<file path="src/sv/ktx_header_parse_extract_core_defines.svh">
// ----------------------------------------------------------------------------
// KTX header parser assertion macros
// Concurrent checks on clk_i, disabled while rst_ni is low.
// ----------------------------------------------------------------------------
`ifndef KTX_HEADER_PARSE_EXTRACT_CORE_DEFINES_SVH
`define KTX_HEADER_PARSE_EXTRACT_CORE_DEFINES_SVH

`ifndef NO_ASSERTIONS
// Consequent checked in the same cycle as the antecedent.
`define KHPE_ASSERT_SAME(lbl, ante, cons, msg) \
  lbl: assert property (@(posedge clk_i) disable iff (!rst_ni) (ante) |-> (cons)) \
    else $error(msg);
// Consequent checked in the cycle after the antecedent.
`define KHPE_ASSERT_NEXT(lbl, ante, cons, msg) \
  lbl: assert property (@(posedge clk_i) disable iff (!rst_ni) (ante) |=> (cons)) \
    else $error(msg);
`else
`define KHPE_ASSERT_SAME(lbl, ante, cons, msg)
`define KHPE_ASSERT_NEXT(lbl, ante, cons, msg)
`endif

`endif

</file>
<file path="src/sv/khpe_pkg.sv">
// ----------------------------------------------------------------------------
// KTX header parser package
// Phase encoding, result codes, header offsets and controller/datapath links.
// ----------------------------------------------------------------------------
`default_nettype none

package khpe_pkg;

  typedef enum logic [2:0] {
    PH_IDLE,
    PH_HEADER,
    PH_KVSKIP,
    PH_SIZE,
    PH_PAYLOAD,
    PH_DONE
  } phase_e;

  localparam logic [1:0] KIND_SUMMARY = 2'd0;
  localparam logic [1:0] KIND_PAYLOAD = 2'd1;
  localparam logic [1:0] KIND_ERROR   = 2'd2;

  localparam logic [1:0] ERR_IDENT  = 2'd0;
  localparam logic [1:0] ERR_ENDIAN = 2'd1;
  localparam logic [1:0] ERR_ARRAY  = 2'd2;
  localparam logic [1:0] ERR_FACES  = 2'd3;

  localparam logic [31:0] ENDIAN_TAG = 32'h0403_0201;
  localparam logic [31:0] RGB_FORMAT = 32'h0000_1907;

  localparam int unsigned POS_W = 6;

  localparam logic [POS_W-1:0] POS_IDENT_END = 6'd12;
  localparam logic [POS_W-1:0] POS_ENDIAN    = 6'd15;
  localparam logic [POS_W-1:0] POS_TYPE      = 6'd19;
  localparam logic [POS_W-1:0] POS_FORMAT    = 6'd27;
  localparam logic [POS_W-1:0] POS_IFORMAT   = 6'd31;
  localparam logic [POS_W-1:0] POS_WIDTH     = 6'd39;
  localparam logic [POS_W-1:0] POS_HEIGHT    = 6'd43;
  localparam logic [POS_W-1:0] POS_ARRAY     = 6'd51;
  localparam logic [POS_W-1:0] POS_FACES     = 6'd55;
  localparam logic [POS_W-1:0] POS_KVLEN     = 6'd63;
  localparam logic [POS_W-1:0] POS_SIZE_END  = 6'd3;

  typedef struct packed {
    logic       hdr_step;
    logic       kv_step;
    logic       size_step;
    logic       pay_step;
    logic       emit;
    logic [1:0] kind;
    logic [1:0] err_code;
  } ctrl_cmd_t;

  typedef struct packed {
    logic       chk_fail;
    logic [1:0] chk_code;
    logic       hdr_end;
    logic       kv_zero;
    logic       kv_last;
    logic       size_done;
    logic       pay_zero;
    logic       pay_last;
  } dp_status_t;

  function automatic logic [7:0] ident_byte(input logic [3:0] idx);
    logic [7:0] b;
    case (idx)
      4'd0:    b = 8'hAB;
      4'd1:    b = 8'h4B;
      4'd2:    b = 8'h54;
      4'd3:    b = 8'h58;
      4'd4:    b = 8'h20;
      4'd5:    b = 8'h31;
      4'd6:    b = 8'h31;
      4'd7:    b = 8'hBB;
      4'd8:    b = 8'h0D;
      4'd9:    b = 8'h0A;
      4'd10:   b = 8'h1A;
      4'd11:   b = 8'h0A;
      default: b = 8'h00;
    endcase
    return b;
  endfunction

  function automatic logic [15:0] sat16(input logic [31:0] v);
    return (|v[31:16]) ? 16'hFFFF : v[15:0];
  endfunction

endpackage

`default_nettype wire

</file>
<file path="src/sv/khpe_ctrl.sv">
// ----------------------------------------------------------------------------
// KTX header parser controller
// Parse phase state machine, handshake and result register valid.
// ----------------------------------------------------------------------------
`default_nettype none
`include "ktx_header_parse_extract_core_defines.svh"

module khpe_ctrl (
  input  wire                  clk_i,
  input  wire                  rst_ni,
  input  wire                  in_valid_i,
  input  wire                  start_of_file_i,
  input  wire                  out_ready_i,
  input  wire khpe_pkg::dp_status_t status_i,
  output logic                 in_ready_o,
  output logic                 out_valid_o,
  output khpe_pkg::ctrl_cmd_t  cmd_o
);
  import khpe_pkg::*;

  phase_e     state_q, state_d;
  phase_e     phase_eff;
  logic       out_valid_q, out_valid_d;
  logic       accept;
  ctrl_cmd_t  cmd;

  assign in_ready_o  = !out_valid_q || out_ready_i;
  assign out_valid_o = out_valid_q;
  assign accept      = in_valid_i && in_ready_o;
  assign phase_eff   = start_of_file_i ? PH_HEADER : state_q;
  assign cmd_o       = cmd;

  always_ff @(posedge clk_i or negedge rst_ni) begin
    if (!rst_ni) begin
      state_q     <= PH_IDLE;
      out_valid_q <= 1'b0;
    end else begin
      state_q     <= state_d;
      out_valid_q <= out_valid_d;
    end
  end

  always_comb begin
    cmd     = '0;
    state_d = state_q;
    if (accept) begin
      state_d = phase_eff;
      case (phase_eff)
        PH_HEADER: begin
          cmd.hdr_step = 1'b1;
          if (status_i.chk_fail) begin
            cmd.emit     = 1'b1;
            cmd.kind     = KIND_ERROR;
            cmd.err_code = status_i.chk_code;
            state_d      = PH_DONE;
          end else if (status_i.hdr_end) begin
            state_d = status_i.kv_zero ? PH_SIZE : PH_KVSKIP;
          end
        end
        PH_KVSKIP: begin
          cmd.kv_step = 1'b1;
          if (status_i.kv_last) begin
            state_d = PH_SIZE;
          end
        end
        PH_SIZE: begin
          cmd.size_step = 1'b1;
          if (status_i.size_done) begin
            cmd.emit = 1'b1;
            cmd.kind = KIND_SUMMARY;
            state_d  = status_i.pay_zero ? PH_DONE : PH_PAYLOAD;
          end
        end
        PH_PAYLOAD: begin
          cmd.pay_step = 1'b1;
          cmd.emit     = 1'b1;
          cmd.kind     = KIND_PAYLOAD;
          if (status_i.pay_last) begin
            state_d = PH_DONE;
          end
        end
        default: begin
          state_d = phase_eff;
        end
      endcase
    end
  end

  always_comb begin
    if (cmd.emit) begin
      out_valid_d = 1'b1;
    end else if (out_ready_i) begin
      out_valid_d = 1'b0;
    end else begin
      out_valid_d = out_valid_q;
    end
  end

  `KHPE_ASSERT_SAME(a_emit_on_accept, cmd.emit, accept,
                    "result issued without an accepted byte")
  `KHPE_ASSERT_NEXT(a_idle_stays_quiet,
                    accept && !start_of_file_i && (state_q == PH_DONE || state_q == PH_IDLE),
                    (state_q == PH_DONE || state_q == PH_IDLE) && !out_valid_q,
                    "parse resumed without a start flag")
  `KHPE_ASSERT_NEXT(a_summary_then_payload,
                    accept && !start_of_file_i && state_q == PH_SIZE &&
                    status_i.size_done && !status_i.pay_zero,
                    state_q == PH_PAYLOAD && out_valid_q,
                    "summary not followed by payload phase")

endmodule

`default_nettype wire

</file>
<file path="src/sv/khpe_dp.sv">
// ----------------------------------------------------------------------------
// KTX header parser datapath
// Byte position, word assembly, header fields, counters, size product and
// result register.
// ----------------------------------------------------------------------------
`default_nettype none

module khpe_dp (
  input  wire                  clk_i,
  input  wire                  rst_ni,
  input  wire                  start_of_file_i,
  input  wire  [7:0]           file_byte_i,
  input  wire khpe_pkg::ctrl_cmd_t cmd_i,
  output khpe_pkg::dp_status_t status_o,
  output logic [1:0]           result_kind_o,
  output logic [1:0]           error_code_o,
  output logic [15:0]          image_width_o,
  output logic [15:0]          image_height_o,
  output logic [2:0]           channel_count_o,
  output logic [31:0]          compression_format_o,
  output logic [33:0]          data_size_o,
  output logic [7:0]           payload_byte_o,
  output logic                 last_payload_o
);
  import khpe_pkg::*;

  logic [POS_W-1:0] pos_q;
  logic [POS_W-1:0] pos_eff;
  logic [31:0]      wa_q;
  logic [31:0]      w_next;
  logic             type_nz_q;
  logic [31:0]      fmt_q;
  logic [31:0]      ifmt_q;
  logic [31:0]      width_q;
  logic [31:0]      height_q;
  logic [31:0]      kv_q;
  logic [31:0]      pay_q;
  logic [15:0]      wd_sat;
  logic [15:0]      ht_sat;
  logic [2:0]       chan;
  logic [31:0]      prod_wh_q;
  logic [33:0]      prod_q;
  dp_status_t       st;

  logic [1:0]  kind_q;
  logic [1:0]  err_q;
  logic [15:0] wd_out_q;
  logic [15:0] ht_out_q;
  logic [2:0]  ch_out_q;
  logic [31:0] fmt_out_q;
  logic [33:0] size_out_q;
  logic [7:0]  byte_out_q;
  logic        last_out_q;

  assign pos_eff = start_of_file_i ? '0 : pos_q;
  assign w_next  = {file_byte_i, wa_q[31:8]};
  assign wd_sat  = sat16(width_q);
  assign ht_sat  = sat16(height_q);
  assign chan    = (fmt_q == RGB_FORMAT) ? 3'd3 : 3'd4;

  always_comb begin
    st           = '0;
    st.chk_code  = ERR_IDENT;
    if (pos_eff < POS_IDENT_END) begin
      st.chk_fail = (file_byte_i != ident_byte(pos_eff[3:0]));
      st.chk_code = ERR_IDENT;
    end else begin
      case (pos_eff)
        POS_ENDIAN: begin
          st.chk_fail = (w_next != ENDIAN_TAG);
          st.chk_code = ERR_ENDIAN;
        end
        POS_ARRAY: begin
          st.chk_fail = (w_next != 32'd0);
          st.chk_code = ERR_ARRAY;
        end
        POS_FACES: begin
          st.chk_fail = (w_next != 32'd1) && (w_next != 32'd6);
          st.chk_code = ERR_FACES;
        end
        default: begin
          st.chk_fail = 1'b0;
        end
      endcase
    end
    st.hdr_end   = (pos_eff == POS_KVLEN);
    st.kv_zero   = (w_next == 32'd0);
    st.kv_last   = (kv_q == 32'd1);
    st.size_done = (pos_eff == POS_SIZE_END);
    st.pay_zero  = (w_next == 32'd0);
    st.pay_last  = (pay_q == 32'd1);
  end

  assign status_o = st;

  always_ff @(posedge clk_i or negedge rst_ni) begin
    if (!rst_ni) begin
      pos_q <= '0;
    end else if (cmd_i.hdr_step) begin
      pos_q <= st.hdr_end ? '0 : pos_eff + POS_W'(1);
    end else if (cmd_i.kv_step && st.kv_last) begin
      pos_q <= '0;
    end else if (cmd_i.size_step) begin
      pos_q <= pos_eff + POS_W'(1);
    end
  end

  always_ff @(posedge clk_i) begin
    if (cmd_i.hdr_step || cmd_i.size_step) begin
      wa_q <= w_next;
    end
    if (cmd_i.hdr_step) begin
      case (pos_eff)
        POS_TYPE:    type_nz_q <= (w_next != 32'd0);
        POS_FORMAT:  fmt_q     <= w_next;
        POS_IFORMAT: ifmt_q    <= w_next;
        POS_WIDTH:   width_q   <= w_next;
        POS_HEIGHT:  height_q  <= w_next;
        POS_KVLEN:   kv_q      <= w_next;
        default: begin
        end
      endcase
    end
    if (cmd_i.kv_step) begin
      kv_q <= kv_q - 32'd1;
    end
    if (cmd_i.size_step && st.size_done) begin
      pay_q <= w_next;
    end
    if (cmd_i.pay_step) begin
      pay_q <= pay_q - 32'd1;
    end
    // Size product settles long before the level-0 size word is complete.
    prod_wh_q <= {16'd0, wd_sat} * {16'd0, ht_sat};
    prod_q    <= (chan == 3'd3) ? ({1'b0, prod_wh_q, 1'b0} + {2'b00, prod_wh_q})
                                : {prod_wh_q, 2'b00};
  end

  always_ff @(posedge clk_i) begin
    if (cmd_i.emit) begin
      kind_q     <= cmd_i.kind;
      err_q      <= '0;
      wd_out_q   <= '0;
      ht_out_q   <= '0;
      ch_out_q   <= '0;
      fmt_out_q  <= '0;
      size_out_q <= '0;
      byte_out_q <= '0;
      last_out_q <= 1'b0;
      if (cmd_i.kind == KIND_SUMMARY) begin
        wd_out_q   <= wd_sat;
        ht_out_q   <= ht_sat;
        ch_out_q   <= chan;
        fmt_out_q  <= type_nz_q ? 32'd0 : ifmt_q;
        size_out_q <= type_nz_q ? prod_q : {2'b00, w_next};
      end else if (cmd_i.kind == KIND_PAYLOAD) begin
        byte_out_q <= file_byte_i;
        last_out_q <= st.pay_last;
      end else begin
        err_q <= cmd_i.err_code;
      end
    end
  end

  assign result_kind_o        = kind_q;
  assign error_code_o         = err_q;
  assign image_width_o        = wd_out_q;
  assign image_height_o       = ht_out_q;
  assign channel_count_o      = ch_out_q;
  assign compression_format_o = fmt_out_q;
  assign data_size_o          = size_out_q;
  assign payload_byte_o       = byte_out_q;
  assign last_payload_o       = last_out_q;

endmodule

`default_nettype wire

</file>
<file path="src/sv/ktx_header_parse_extract_core.sv">
// ----------------------------------------------------------------------------
// KTX version 1 header parser and level-0 extractor
// Checks the file header, reports a summary or an error, then forwards the
// level-0 face-0 image bytes.
//
//   channel  handshake               payload
//   in       in_valid_i / in_ready_o  start_of_file_i, file_byte_i
//   out      out_valid_o / out_ready_i result_kind_o .. last_payload_o
//
// One byte is taken per cycle; each byte yields at most one transaction.
// A byte is taken when the result register is empty or its transaction
// completes in the same cycle; a held result with out_ready_i low stalls input.
// The width*height*channels product runs as a registered multiply and a
// registered shift-add from the captured header words, ready well before the
// size word ends.
// Reset leaves the parser idle; bytes before the first start flag are dropped.
// ----------------------------------------------------------------------------
`default_nettype none

module ktx_header_parse_extract_core (
  input  wire         clk_i,
  input  wire         rst_ni,
  input  wire         in_valid_i,
  output logic        in_ready_o,
  input  wire         start_of_file_i,
  input  wire  [7:0]  file_byte_i,
  output logic        out_valid_o,
  input  wire         out_ready_i,
  output logic [1:0]  result_kind_o,
  output logic [1:0]  error_code_o,
  output logic [15:0] image_width_o,
  output logic [15:0] image_height_o,
  output logic [2:0]  channel_count_o,
  output logic [31:0] compression_format_o,
  output logic [33:0] data_size_o,
  output logic [7:0]  payload_byte_o,
  output logic        last_payload_o
);
  import khpe_pkg::*;

  ctrl_cmd_t  cmd;
  dp_status_t status;

  khpe_ctrl u_ctrl (
    .clk_i           (clk_i),
    .rst_ni          (rst_ni),
    .in_valid_i      (in_valid_i),
    .start_of_file_i (start_of_file_i),
    .out_ready_i     (out_ready_i),
    .status_i        (status),
    .in_ready_o      (in_ready_o),
    .out_valid_o     (out_valid_o),
    .cmd_o           (cmd)
  );

  khpe_dp u_dp (
    .clk_i                (clk_i),
    .rst_ni               (rst_ni),
    .start_of_file_i      (start_of_file_i),
    .file_byte_i          (file_byte_i),
    .cmd_i                (cmd),
    .status_o             (status),
    .result_kind_o        (result_kind_o),
    .error_code_o         (error_code_o),
    .image_width_o        (image_width_o),
    .image_height_o       (image_height_o),
    .channel_count_o      (channel_count_o),
    .compression_format_o (compression_format_o),
    .data_size_o          (data_size_o),
    .payload_byte_o       (payload_byte_o),
    .last_payload_o       (last_payload_o)
  );

endmodule

`default_nettype wire

</file>
<file path="config.mk">
export PLATFORM = sky130hd
export DESIGN_NAME = ktx_header_parse_extract_core
export DESIGN_NICKNAME = d
export VERILOG_FILES = /design/src/sv/khpe_pkg.sv /design/src/sv/khpe_ctrl.sv /design/src/sv/khpe_dp.sv /design/src/sv/ktx_header_parse_extract_core.sv
export VERILOG_INCLUDE_DIRS = /design/src /design/src/sv
export SDC_FILE = /design/constraint.sdc
export NUM_CORES = 1
export LEC_CHECK = 0
export BUFFER_PORTS_ARGS = -buffer_cell sky130_fd_sc_hd__buf_2
export CAP_MARGIN = 10
export CORE_ASPECT_RATIO = 0.9
export CORE_MARGIN = 10
export CORE_UTILIZATION = 50
export CTS_BUF_LIST = sky130_fd_sc_hd__clkbuf_8 sky130_fd_sc_hd__clkbuf_16
export DETAILED_ROUTE_END_ITERATION = 10
export PLACE_DENSITY = 0.67
export SLEW_MARGIN = 20
export SYNTH_ARGS = -nofsm -noshare
export SYNTH_HDL_FRONTEND = slang
export SYNTH_SLANG_ARGS = --single-unit
</file>
<file path="constraint.sdc">
create_clock -name clk_i -period 11 [get_ports clk_i]
set_clock_uncertainty 0.15 [all_clocks]
set_input_delay 1.1 -clock clk_i [delete_from_list [all_inputs] [get_ports clk_i]]
set_output_delay 1.1 -clock clk_i [all_outputs]
set_load 0.01 [all_outputs]
</file>
**Yosys cells after proc, flatten, opt, wreduce, memory -nomap -nowiden**

Memory sizes are Yosys's and may differ from the RTL's.
Index checks and enable logic that the tools add are counted.

- Add/sub/neg operators: 4
- Multipliers: 1
- Order comparisons: 1
- Equality and inequality tests: 23
- Multiplexer cells: 39
- Bitwise gates (word level): 5
- Reduce and logical (&&, ||, !) cells: 27

Operators by type and width:

| cell | count |
|---|---|
| 2-to-1 mux 32 bit | 6 |
| equality test 32 x 1 -> 1 bit (second input constant) | 2 |
| subtractor 32 x 1 -> 32 bit (second input constant) | 2 |
| adder 33 x 32 -> 34 bit | 1 |
| 2-to-1 mux 34 bit | 1 |
| equality test 32 x 13 -> 1 bit (second input constant) | 1 |
| zero test 32 bit | 1 |
| multiplier 16 x 16 -> 32 bit | 1 |
| 2-to-1 mux 16 bit | 2 |
| inequality test 32 x 1 -> 1 bit (second input constant) | 1 |
| inequality test 32 x 27 -> 1 bit (second input constant) | 1 |
| inequality test 32 x 3 -> 1 bit (second input constant) | 1 |
| nonzero test 32 bit | 1 |
| OR reduction 16 bit | 2 |
| equality test 6 bit (second input constant) | 5 |
| 2-to-1 mux 6 bit | 5 |
| 2-to-1 mux 3 bit | 9 |
| equality test 6 x 5 -> 1 bit (second input constant) | 3 |
| AND reduction 2 bit | 7 |
| one-hot mux 3 bit (4 select lines) | 1 |
| equality test 3 x 2 -> 1 bit (second input constant) | 3 |
| 2-to-1 mux 9 bit | 1 |
| one-hot mux 3 bit (3 select lines) | 1 |
| 2-to-1 mux 1 bit | 8 |
| other kinds (22) | 34 |

- Register bits: 415
- Bits in read-only memories: 128
- Input port bits: 13
- Output and inout bits: 116
- Logic and storage cells: 125
- Memories kept: 1

Memory list:

| name | words | bits a word | rd ports | clocked after memory_dff | wr ports | RTL line | source |
|---|---|---|---|---|---|---|---|
| (name not given) | 16 | 8 | 1 | 0 | 0 | khpe_pkg.sv:67 | `case (idx)` |

**Logic depth before layout (Yosys ltp)**

Gate-level depths: netlist of run 1.

- Word-level depth: 11
- Mapped depth: 28
- Mapped depth without buffers: 25

**By module**

From an unflattened synthesis of run 1, not the netlist that was laid out.

- Cells, all modules: 2,440
- Area, all modules: 25,936.1 um^2

Modules (own cells, without submodules):

| module | times used | cells an instance | area an instance (um^2) | seq. area each (um^2) |
|---|---|---|---|---|
| khpe_dp | 1 | 2,388 | 25,508.2 | 11,380.9 |
| khpe_ctrl | 1 | 52 | 427.9 | 100.1 |

**Least setup slack after synthesis of run 1**

Ideal clock, no wire load.

- Kind: input to register
- From: in start_of_file_i
- To: reg u_dp.ch_out_q[1], in the netlist u_dp.channel_count_o[1], enable pin
- Setup time: 622 ps
- Arrival: 8,918 ps
- Data required time: 10,228 ps
- Setup slack: 1,310 ps
- Cell stages on the path: 15
- Path buffers: 3
- Cell sequence: buf_2 > inv_1 > clkbuf_1 > nand2_1 > inv_1 > ha_1 > clkbuf_1 > nor2b_1 > mux2i_1 > o21ai_0 > xnor2_1 > and4_1 > a2111oi_0 > nor3_1 > a21oi_1

RTL lines:

| item | RTL line | source |
|---|---|---|
| start: declaration | ktx_header_parse_extract_core.sv:25 | `input wire start_of_file_i,` |
| end signal: assignment | khpe_dp.sv:153 | `ch_out_q <= chan;` |
| end: declaration | khpe_dp.sv:49 | `logic [2:0] ch_out_q;` |

**Worst setup path after layout of run 1**

- From: reg u_dp.width_q[26]
- To: reg u_dp.prod_wh_q[28]

- Word-level cells in the longest chain between the ends: 3

Ends and longest elaborated chain:

| item | RTL line | source |
|---|---|---|
| start: declaration | khpe_dp.sv:34 | `logic [31:0] width_q;` |
| start signal: assignment | khpe_dp.sv:117 | `POS_WIDTH: width_q <= w_next;` |
| OR reduction 16 bit | khpe_pkg.sv:86 | `return (\|v[31:16]) ? 16'hFFFF : v[15:0];` |
| 2-to-1 mux 16 bit | khpe_pkg.sv:86 |  |
| multiplier 16 x 16 -> 32 bit | khpe_dp.sv:134 | `prod_wh_q <= {16'd0, wd_sat} * {16'd0, ht_sat};` |
| end signal: assignment | khpe_dp.sv:134 |  |
| end: declaration | khpe_dp.sv:41 | `logic [31:0] prod_wh_q;` |

No other way between the ends.
A chain may end at the register's enable or synchronous reset.

==> metrics.md, run 1 <==
| Metric | Value |
|---|---|
| Status | complete, no violations |
| Root Driver | clkbuf_16 |
| Dpl hpwl | 53200 microns |
| Syn Std Cell Area | 26200 sq um |
| Setup TNS | 0 ns |
| Synth Area in Adders | 21.8% |
| Final Hold Vio Count | 0 |
| Multiplexer share of the synthesized area | 1.46% |
| Setup Viol. Count Final | 0 |
| Yosys warns | 0 |
| Initial DRC Count | 1845 |
| Htree depth | 2 |
| Most used DFF post-synth | edfxtp_1 |
| Pin count of the biggest net entering global routing | 77 |
| Register share of total power | 50.1% |
| Max Fclk | 123 MHz |
| Worst Tran Pin Value | 1.18 ns |
| Hold Crit Class | primary input to asynchronous set/reset pin |
| Post-Place Cells | 3190 |
| XOR/XNOR Fraction of Synth Area | 3.51% |
| Combinational power share | 11.3% |
| Gr usage total | 23.7% |
| Syn avg cell area | 10.7 sq um |
| Die H | 237 microns |
| Area leader, netlist | edfxtp_1 |
| DRT antenna net count | 0 |
| #FFs+latches synth | 406 |
| Pint | 2.82 mW |
| P_sw | 1.02 mW |
| Full die area | 62000 sq um |
| Fin area | 28900 sq um |
| Syn nets | 2804 |
| RSZ-0062 raised after global routing | no |
| Clock Sinks | 406 |
| Initial Utilization | 50.6% |
| PD cells | 133 nW/um^2 |
| Most frequent cell after synthesis | edfxtp_1 |
| Tmin final | 8.12 ns |
| Via count | 18700 |
| CTS tree | yes |
| Wire per inst | 22.3 microns |
| Fraction of layout cells with a size suffix above 1 | 12.1% |
| Simple-Gate Fraction of Synth Area | 15.9% |
| Clk pwr share | 38.5% |
| Worst path arrival time | 8.42 ns |
| Final nets | 2900 |
| Setup CP Type | flop to flop |
| # DRC | 0 |
| Vias per Instance | 5.71 |
| Leakage | 12.0 nW |
| Initial antenna violation count | 4 |
| Bufs on Longest Clock Path | 3 |
| Io pins | 129 |
| Peak supply drop | 0.129 mV |
| Core region area | 51800 sq um |
| Max transition margin | 21.2% |
| Final WL | 72900 microns |
| Synth top area share | 37.8% |
| Fin cells | 3268 |
| EDFF count, synth | 330 |
| Fraction of synthesis flops using an asynchronous set or reset pin | 2.46% |
| Filler Cells Inserted | 4425 |
| Synth top cells by count | edfxtp_1, nor2_1, nand2_1 |
| Worst skew pair latency | 0.59 ns |
| Largest fanout on the critical path | 34 |
| Post-CTS sizing | 0 |
| Placement Cell Area | 27500 sq um |
| Post-synthesis instance total | 2451 |
| Port bufs | 128 |
| Number of global-route vias before repair | 18700 |
| First-pass GRT wire length | 113000 microns |
| Final period util | 73.8% |
| Pre-antenna DRT Iters | 5 |
| Netlist cell types | 76 |
| Row Count | 79 |
| Worst setup SP type | flop |
| Synth Area in Compound Gates | 8.06% |
| Critical Path End Type | flop |
| Sequential-to-total area share from yosys stat | 43.8% |
| Reg clk slew, reported paths | 0.07 ns |
| Total grt overflow | 0 |
| Cts hold-fix bufs | 0 |
| Max Cap Viol | 0 |
| WP data required | 11.30 ns |
| Largest family of logic cells by synthesized area | adder cells |
| Num CTS Buffers | 43 |
| Largest cells by area after synthesis | edfxtp_1, fa_1, ha_1 |
| Ant diodes | 0 |
| Die width | 261 microns |
| Synth-to-Final Area Change | 10.5% |
| Final Power | 3.84 mW |
| Post-CTS Setup Inserts | 0 |
| Net Sw Frac | 26.6% |
| Final slew viol count | 0 |
| Final GP Congestion | 0.984 |
critical path: stages (launching register included):
cell and delay (ns):
edfxtp_1 0.36, nor4_1 0.42, nand4_1 0.17, buf_4 0.26, nor2_1 0.91, nor2_1 0.16
fa_1 0.53, inv_1 0.06, fa_1 0.54, inv_1 0.06, fa_1 0.54, fa_1 0.45
fa_1 0.51, inv_1 0.05, fa_1 0.52, inv_1 0.06, ha_1 0.36, a21oi_1 0.14
o21ai_0 0.13, a221o_1 0.39, a2bb2oi_1 0.19, a21oi_1 0.11, or4_1 0.43, and2_1 0.18
o311ai_1 0.27
worst paths after layout:
check                                endpoint               from  slack (ns)  cells past startpoint
max in group asynchronous       u_dp.pos_q[0]             rst_ni       10.27                      1
max                        u_dp.prod_wh_q[28]   u_dp.width_q[26]        2.88                     24
min in group clk_i             u_dp.prod_q[6]  u_dp.prod_wh_q[4]        0.32                      2
min reg2reg                    u_dp.prod_q[6]  u_dp.prod_wh_q[4]        0.32                      2
max reg2reg                u_dp.prod_wh_q[28]   u_dp.width_q[26]        2.88                     24
min                             u_dp.pos_q[5]             rst_ni        0.22                      1
per-layer routing:
metal,up-vias,global-route usage [%],part of all wire (%)
met4,4,7.77,3.1
met2,849,35.0,43
li1,8514,-,-
met1,9165,33.2,43
met5,-,0,0.037
met3,135,6.92,11
state kept, by name, indices dropped and copies added (netlist names), 8 cells and up:
signal	count
u_dp.prod_q	34
u_dp.width_q	32
u_dp.pay_q	32
u_dp.wa_q	24
u_dp.image_width_o	16
u_dp.image_height_o	16
u_dp.data_size_o	34
u_dp.prod_wh_q	32
u_dp.payload_byte_o	8
u_dp.fmt_q	32
u_dp.height_q	32
u_dp.compression_format_o	32
u_dp.ifmt_q	32
u_dp.kv_q	32
power by group through the flow:
stage	Sequential, mW	Clock, mW	Combinational (mW)
after CTS	1.92	1.50	0.442
final	1.92	1.48	0.436
after detailed placement	1.95	0	0.440
after global routing	1.93	1.56	0.484
after global placement	1.95	0	0.433
after floorplan	1.95	0	0.255
kinds of logic after synthesis:
family	count (synthesis)
compound gates	337
flops	406
xor+xnor	105
mux	38
buf+inv	362
fa+ha+maj	340
simple gates	863
layout make-up:
class,count,area [sq um],area share (%)
Sequential cell,406,11500,39.7
Timing Repair Buffer,155,843,2.91
Inverter,258,968,3.35
Clock inverter,27,268,0.925
Multi-Input combinational cell,1683,13300,46.1
Clock buffer,51,1190,4.10
Tap cell,688,861,2.97
placed cells by master (no fill, tap or decap), drive strengths merged, types with 5 or more instances in the layout:
| master | n |
|---|---|
| xnor2 | 66 |
| o311ai | 6 |
| nor3b | 37 |
| o31ai | 14 |
| ha | 145 |
| and3 | 9 |
| nand3b | 12 |
| nand3 | 21 |
| nand2 | 274 |
| and2 | 14 |
| nor3 | 49 |
| o21a | 12 |
| nor2 | 304 |
| xor2 | 39 |
| or2 | 36 |
| or4 | 11 |
| or3 | 15 |
| o211ai | 7 |
| o21bai | 8 |
| nor4b | 5 |
| edfxtp | 330 |
| nor2b | 9 |
| mux2i | 36 |
| fa | 195 |
| dfxtp | 66 |
| inv | 270 |
| a21oi | 70 |
| clkinv | 11 |
| nand2b | 10 |
| a21o | 22 |
| o21ai | 132 |
| a211oi | 14 |
| dfrtp | 10 |
| nand4 | 14 |
| buf | 155 |
| clkbuf | 51 |
| a31oi | 10 |
| nor4 | 32 |
through the flow:
stage / util [%] / hold slack [ns] / setup WS [ns]
final: 55.9 / 0.222 / 2.88
after global routing: 55.9 / 0.222 / 2.48
after CTS: 55.9 / 0.202 / 2.95
after detailed placement: 53.1 / 0.332 / 3.02
after global placement: 53.1 / 0.322 / 3.12
after floorplan: - / 0.295 / 1.31
Note: power is estimated with default switching activity, not from simulation.
==> run 2, diff against run 1 <==
==> constraint.sdc (replaced) <==
create_clock -name clk_i -period 7.5 [get_ports clk_i]
set_clock_uncertainty 0.15 [all_clocks]
set_input_delay 0.75 -clock clk_i [delete_from_list [all_inputs] [get_ports clk_i]]
set_output_delay 0.75 -clock clk_i [all_outputs]
set_load 0.01 [all_outputs]
==> run 2 against run 1 <==
Against the previous run:
- combinational power grew 47%
- power up 46%
- sequential cell count unchanged
- register-to-register slack got worse by 2.6 ns
- routed wire length up 1.2%
- setup slack lost 2.6 ns
- critical path depth grew 2
- fmax up 12%
- critical endpoint unchanged
- design area is 1.6% higher
- global-route usage rose by 0.21 points
- die area unchanged
==> metrics.md, run 2 (synthesis gave the netlist of run 1 again) <==
| Metric | Value |
|---|---|
| Max transition margin | 25.6% (was 21.2%) |
| Most common cell after layout, fill and taps aside | edfxtp_1 (unchanged) |
| Status | complete, no violations (unchanged) |
| CTS tree | yes (unchanged) |
| Pin count of the biggest net entering global routing | 114 (was 77) |
| Final Hold Vio Count | 0 (unchanged) |
| Largest fanout on the critical path | 12 (was 34) |
| Reg clk slew, reported paths | 0.06 ns (was 0.07 ns) |
| Met3 usage | 7.32% (was 6.92%) |
| Net Sw Frac | 26.2% (was 26.6%) |
| Worst path arrival time | 7.54 ns (was 8.42 ns) |
| Setup Viol. Count Final | 0 (unchanged) |
| Number of global-route vias before repair | 18800 (was 18700) |
| Tmin final | 7.22 ns (was 8.12 ns) |
| Io pins | 129 (unchanged) |
| Combinational power share | 11.5% (was 11.3%) |
| Critical Path End Type | flop (unchanged) |
| Clock Sinks | 406 (unchanged) |
| Post-Place Cells | 3228 (was 3190) |
| PD cells | 191 nW/um^2 (was 133 nW/um^2) |
| Register share of total power | 50.2% (was 50.1%) |
| Num CTS Buffers | 43 (unchanged) |
| Vias per Instance | 5.66 (was 5.71) |
| Root Driver | clkbuf_16 (unchanged) |
| Full die area | 62000 sq um (unchanged) |
| Htree depth | 2 (unchanged) |
| Reg2reg end | u_dp.prod_wh_q[28] (unchanged) |
| Gr usage total | 24.0% (was 23.7%) |
| CP Capture Point | u_dp.prod_wh_q[28] (unchanged) |
| DRT antenna net count | 0 (unchanged) |
| R2r worst-path depth | 26 (was 24) |
| P_sw | 1.47 mW (was 1.02 mW) |
| Via count | 18700 (about the same) |
| Fraction of layout cells with a size suffix above 1 | 13.9% (was 12.1%) |
| Final nets | 2943 (was 2900) |
| Final WL | 73800 microns (was 72900 microns) |
| Peak supply drop | 0.154 mV (was 0.129 mV) |
| Worst setup SP type | flop (unchanged) |
| Setup CP Type | flop to flop (unchanged) |
| Pre-antenna DRT Iters | 7 (was 5) |
| Initial DRC Count | 1787 (was 1845) |
| Row Count | 79 (unchanged) |
| Worst Tran Pin Value | 1.12 ns (was 1.18 ns) |
| Final period util | 96.3% (was 73.8%) |
| Clk pwr share | 38.3% (was 38.5%) |
| Total grt overflow | 0 (unchanged) |
| Dpl hpwl | 55100 microns (was 53200 microns) |
| Fin cells | 3312 (was 3268) |
| # DRC | 0 (unchanged) |
| Met1 GRT Util | 33.8% (was 33.2%) |
| Hold Crit Class | primary input to flop (was primary input to asynchronous set/reset pin) |
| Final GP Congestion | 0.986 (was 0.984) |
| Initial antenna violation count | 3 (was 4) |
| Wire per inst | 22.3 microns (about the same) |
| Final slew viol count | 0 (unchanged) |
| Ant diodes | 0 (unchanged) |
| Die H | 237 microns (unchanged) |
| Final Hold Slack | 0.328 ns (was 0.222 ns) |
| Max Cap Viol | 0 (unchanged) |
| Initial Utilization | 50.6% (unchanged) |
| Synth-to-Final Area Change | 12.2% (was 10.5%) |
| Worst reg2reg setup slack | 0.28 ns (was 2.88 ns) |
| Die width | 261 microns (unchanged) |
| Worst skew pair latency | 0.57 ns (was 0.59 ns) |
| Port bufs | 128 (unchanged) |
| Met2 usage | 34.7% (was 35.0%) |
| Gr busiest metal | met2 (unchanged) |
| Leakage | 12.3 nW (was 12.0 nW) |
| Worst r2r src | u_dp.height_q[18] (was u_dp.width_q[26]) |
| Most frequent cells in the layout | edfxtp_1, nor2_1, nand2_1 (unchanged) |
| WP data required | 7.82 ns (was 11.30 ns) |
| Max Fclk | 138 MHz (was 123 MHz) |
| Core region area | 51800 sq um (unchanged) |
| First-pass GRT wire length | 113000 microns (about the same) |
| Bufs on Longest Clock Path | 3 (unchanged) |
| CP startpoint | u_dp.height_q[18] (was u_dp.width_q[26]) |
| Pint | 4.14 mW (was 2.82 mW) |
run 2: cell types whose count changed in the layout (fill, tap and decap cells not counted), moves of 3 or more:
cell and delta:
nor2_1 -8, or2_4 +9, buf_4 +34, buf_6 +4, or2_2 -9, nor4_2 +3, inv_1 +3, clkbuf_16 +3
nor2_2 +8, nor4_1 -3
run 2: cell type report:
type,instances,area (sq um)
multi-input combinational,1683,13400
timing repair buffer,198,1240
clock buffer,51,1200
fill,4332,22400
tap,688,861
sequential,406,11500
clock inverter,28,248
inverter,258,968
run 2: worst min path at each step:
stage,end,cells past startpoint,start,slack (ns)
after floorplan,u_ctrl.out_valid_o,0,rst_ni,0.30
after global placement,u_dp.prod_q[2],2,u_dp.prod_wh_q[0],0.32
after detailed placement,u_dp.prod_q[0],1,u_dp.prod_wh_q[0],0.33
after CTS,u_ctrl.out_valid_o,3,in_valid_i,0.31
after global routing,u_ctrl.out_valid_o,3,in_valid_i,0.36
final,u_ctrl.out_valid_o,3,in_valid_i,0.33
run 2: metal layers:
layer | up-vias | share of wire, %
li1 | 8609 | -
met1 | 9170 | 44
met2 | 818 | 43
met3 | 146 | 10
met4 | 4 | 3.3
met5 | - | 0.030
run 2: worst max-delay path, stage by stage, from the launching register on:
cell and delay [ns]:
edfxtp_1 0.36, nor4_1 0.32, nand4_1 0.13, buf_4 0.18, buf_12 0.14, nor2_2 0.14
buf_6 0.17, nor2_1 0.07, fa_1 0.54, inv_1 0.05, fa_1 0.49, fa_1 0.54
inv_1 0.07, fa_1 0.49, fa_1 0.49, inv_1 0.06, fa_1 0.51, inv_1 0.05
ha_1 0.34, a21o_1 0.20, a21o_1 0.17, a221o_1 0.33, a2bb2oi_2 0.18, a21oi_1 0.10
or4_1 0.42, and2_1 0.18, o311ai_1 0.24
run 2: repair_timing:
item,in CTS,in global routing
buffers inserted,0,2
gates resized for setup,0,28
endpoints found under the setup margin,0,8
hold buffers,1,0
hold endpoints to repair,10,0
run 2: power groups by stage:
stage          clock network [mW]  registers [mW]  logic (mW)
5_1_grt                      2.28            2.83       0.715
6_report                     2.15            2.81       0.642
4_1_cts                      2.18            2.81       0.654
3_3_place_gp                    0            2.85       0.635
3_5_place_dp                    0            2.86       0.650
2_1_floorplan                   0            2.85       0.374
run 2: per-stage QoR:
stage	setup WS [ns]	utilization [%]	cell area (sq um)	setup TNS, ns	power, mW
2_1_floorplan	0.491	-	26200	0	3.22
3_3_place_gp	0.166	53.7	27800	0	3.49
3_5_place_dp	0.186	53.7	27800	0	3.51
4_1_cts	0.114	56.5	29300	0	5.65
5_1_grt	-0.0145	56.8	29400	-0.0252	5.82
6_report	0.279	56.8	29400	0	5.61
==> run 3, diff against run 2 <==
--- a/config.mk
+++ b/config.mk
@@ -6,6 +6,7 @@
 export SDC_FILE = /design/constraint.sdc
 export NUM_CORES = 1
 export LEC_CHECK = 0
+export ABC_AREA = 1
 export BUFFER_PORTS_ARGS = -buffer_cell sky130_fd_sc_hd__buf_2
 export CAP_MARGIN = 10
 export CORE_ASPECT_RATIO = 0.9
@@ -14,6 +15,7 @@
 export CTS_BUF_LIST = sky130_fd_sc_hd__clkbuf_8 sky130_fd_sc_hd__clkbuf_16
 export DETAILED_ROUTE_END_ITERATION = 10
 export PLACE_DENSITY = 0.67
+export REMOVE_ABC_BUFFERS = 1
 export SLEW_MARGIN = 20
 export SYNTH_ARGS = -nofsm -noshare
 export SYNTH_HDL_FRONTEND = slang
==> run 3 against run 2 <==
Against the previous run:
- fmax up 4.6%
- design area increased by 3.2%
- global-route usage shrank 0.83 points
- highest routed layer is now met4
- non-clock buffer count down 53
- final cell count is 18% higher
- combinational power up 49%
- register-to-register slack better by 0.32 ns
- power is 11% higher
- die area grew 4.6%
- critical endpoint unchanged
- via count is 11% higher
==> metrics.md, run 3 <==
| Metric | Value |
|---|---|
| Status | complete, no violations (unchanged) |
| Core region area | 54400 sq um (was 51800 sq um) |
| Slowest-stage cell, CP | fa_1 (unchanged) |
| Port bufs | 128 (unchanged) |
| Synth top cells by count | nand2_1, inv_1, nor2_1 (was edfxtp_1, nor2_1, nand2_1) |
| Worst path arrival time | 7.22 ns (was 7.54 ns) |
| Cts hold-fix bufs | 1 (unchanged) |
| Final Hold Vio Count | 0 (unchanged) |
| RSZ-0062 raised after global routing | no |
| Met3 usage | 3.35% (was 7.32%) |
| Root Driver | clkbuf_16 (unchanged) |
| Vias per Instance | 5.31 (was 5.66) |
| Largest fanout on the critical path | 16 (was 12) |
| Post-synthesis instance total | 3063 (was 2451) |
| Most used DFF post-synth | edfxtp_1 (unchanged) |
| EDFF count, synth | 330 (unchanged) |
| Final Hold Slack | 0.271 ns (was 0.328 ns) |
| Wire per inst | 18.8 microns (was 22.3 microns) |
| Number of global-route vias before repair | 21000 (was 18800) |
| Leakage | 14.3 nW (was 12.3 nW) |
| CP max stage delay | 0.53 ns (was 0.54 ns) |
| First-pass GRT wire length | 118000 microns (was 113000 microns) |
| Row Count | 81 (was 79) |
| Die H | 243 microns (was 237 microns) |
| Gr busiest metal | met2 (unchanged) |
| CP startpoint | u_dp.height_q[21] (was u_dp.height_q[18]) |
| Worst reg2reg setup slack | 0.60 ns (was 0.28 ns) |
| Peak supply drop | 0.170 mV (was 0.154 mV) |
| Die width | 267 microns (was 261 microns) |
| Initial Utilization | 50.6% (about the same) |
| Netlist cell types | 44 (was 76) |
| CP Capture Point | u_dp.prod_wh_q[28] (unchanged) |
| Final GP Congestion | 0.958 (was 0.986) |
| Gr usage total | 23.1% (was 24.0%) |
| Initial antenna violation count | 0 (was 3) |
| Yosys warns | 0 (unchanged) |
| Reg clk slew, reported paths | 0.06 ns (about the same) |
| Syn Std Cell Area | 27500 sq um (was 26200 sq um) |
| Worst Tran Pin Value | 0.913 ns (was 1.12 ns) |
| Final slew viol count | 0 (unchanged) |
| # DRC | 0 (unchanged) |
| Full die area | 64800 sq um (was 62000 sq um) |
| Setup TNS | 0 ns (unchanged) |
| Fraction of synthesis flops using an asynchronous set or reset pin | 2.46% (unchanged) |
| Num CTS Buffers | 43 (unchanged) |
| Met1 GRT Util | 29.7% (was 33.8%) |
| Pre-antenna DRT Iters | 5 (was 7) |
| Dpl hpwl | 54800 microns (was 55100 microns) |
| Sequential-to-total area share from yosys stat | 41.7% (was 43.8%) |
| Reg2reg end | u_dp.prod_wh_q[28] (unchanged) |
| Max transition margin | 39.1% (was 25.6%) |
| Fraction of layout cells with a size suffix above 1 | 8.84% (was 13.9%) |
| Final core occ | 55.8% (was 56.8%) |
| Ant diodes | 0 (unchanged) |
| Clock Sinks | 406 (unchanged) |
| Area leader, netlist | edfxtp_1 (unchanged) |
| Final WL | 73700 microns (was 73800 microns) |
| Most common cell after layout, fill and taps aside | nand2_1 (was edfxtp_1) |
| Post-CTS Setup Inserts | 0 (unchanged) |
| Met2 usage | 39.7% (was 34.7%) |
| Synth top area share | 36.0% (was 37.8%) |
| Largest cells by area after synthesis | edfxtp_1, fa_1, nand2_1 (was edfxtp_1, fa_1, ha_1) |
| Most frequent cell after synthesis | nand2_1 (was edfxtp_1) |
| Io pins | 129 (unchanged) |
| Worst setup SP type | flop (unchanged) |
| Initial DRC Count | 1830 (was 1787) |
| #FFs+latches synth | 406 (unchanged) |
| Most frequent cells in the layout | nand2_1, inv_1, edfxtp_1 (was edfxtp_1, nor2_1, nand2_1) |
| Setup CP Type | flop to flop (unchanged) |
| Post-CTS sizing | 0 (unchanged) |
| Max Cap Viol | 0 (unchanged) |
| Hold Crit Class | flop to flop (was primary input to flop) |
| Worst skew pair latency | 0.59 ns (was 0.57 ns) |
| Final period util | 92.0% (was 96.3%) |
| Tmin final | 6.90 ns (was 7.22 ns) |
| DRT antenna net count | 0 (unchanged) |
| Htree depth | 2 (unchanged) |
| Critical Path End Type | flop (unchanged) |
| Worst r2r src | u_dp.height_q[21] (was u_dp.height_q[18]) |
| Setup Viol. Count Final | 0 (unchanged) |
| PD cells | 204 nW/um^2 (was 191 nW/um^2) |
| Bufs on Longest Clock Path | 3 (unchanged) |
| Max Fclk | 145 MHz (was 138 MHz) |
| Hold Path Depth | 2 (was 3) |
| Pin count of the biggest net entering global routing | 68 (was 114) |
| Via count | 20800 (was 18700) |
| Synth-to-Final Area Change | 10.3% (was 12.2%) |
| Final nets | 3533 (was 2943) |
| WP data required | 7.82 ns (about the same) |
| CTS tree | yes (unchanged) |
| Total grt overflow | 0 (unchanged) |
| Syn avg cell area | 8.98 sq um (was 10.7 sq um) |
| R2r worst-path depth | 28 (was 26) |
| Final Power | 6.20 mW (was 5.61 mW) |
-- run 3: cell types whose count changed after synthesis, moves of 36 or more --
cell | before | now
inv_1 | 258 | 587
nor2_4 | 0 | 41
xnor2_1 | 66 | 30
nand2_1 | 274 | 703
mux2i_1 | 36 | 0
nand3_1 | 21 | 107
-- run 3: metal layers --
layer,up-vias,share of wire [%]
li1,9885,-
met1,10100,41
met2,700,50
met3,117,6.6
met4,0,2.7
met5,-,0
-- run 3: worst min-delay path by stage --
stage | start | end | slack (ns)
2_1_floorplan | u_dp.prod_wh_q[0] | u_dp.prod_q[0] | 0.28
3_3_place_gp | u_dp.prod_wh_q[0] | u_dp.prod_q[0] | 0.30
3_5_place_dp | u_dp.prod_wh_q[0] | u_dp.prod_q[0] | 0.30
4_1_cts | out_ready_i | u_ctrl.out_valid_o | 0.27
5_1_grt | out_ready_i | u_ctrl.out_valid_o | 0.31
6_report | u_dp.prod_wh_q[0] | u_dp.prod_q[0] | 0.27
-- run 3: area by class of cell --
cell class	instances	area, sq um
tap	705	882
inverter	593	2230
fill	4915	24100
timing repair buffer	145	771
clock buffer	48	1190
sequential	406	11500
multi-input combinational	1991	13500
clock inverter	31	329
-- run 3: kinds of logic after synthesis --
kind of cell / count (synthesis) / share of synthesized area, %
compound gates: 278 / 5.37
xor+xnor: 79 / 2.51
fa+ha+maj: 340 / 20.8
buf+inv: 666 / 9.42
flops: 406 / 41.7
simple gates: 1294 / 20.2
-- run 3: where the power goes --
part / switching, mW / internal [mW] / total [mW]
clock network: 0.914 / 1.33 / 2.24
registers: 0.207 / 2.79 / 3.00
logic: 0.669 / 0.288 / 0.957
total: 1.79 / 4.41 / 6.20
-- run 3: per-stage QoR --
| stage | instance area (sq um) | cells | worst slack (ns) |
|---|---|---|---|
| final | 30300 | 3919 | 0.599 |
| after global placement | 28800 | 3839 | 0.667 |
| after CTS | 30300 | 3919 | 0.593 |
| after detailed placement | 28800 | 3839 | 0.634 |
| after floorplan | 27200 | 2990 | 1.19 |
| after global routing | 30300 | 3919 | 0.0866 |
-- run 3: worst max-delay path: cells and delay by family, from the launching register on --
family	cells	cell delay [ns]
flip-flops	1	0.38
buffers and inverters	7	0.86
AND/OR/NAND/NOR	11	1.52
adder cells (fa/ha/maj)	7	3.24
AO/OA/AOI/OAI	3	0.62
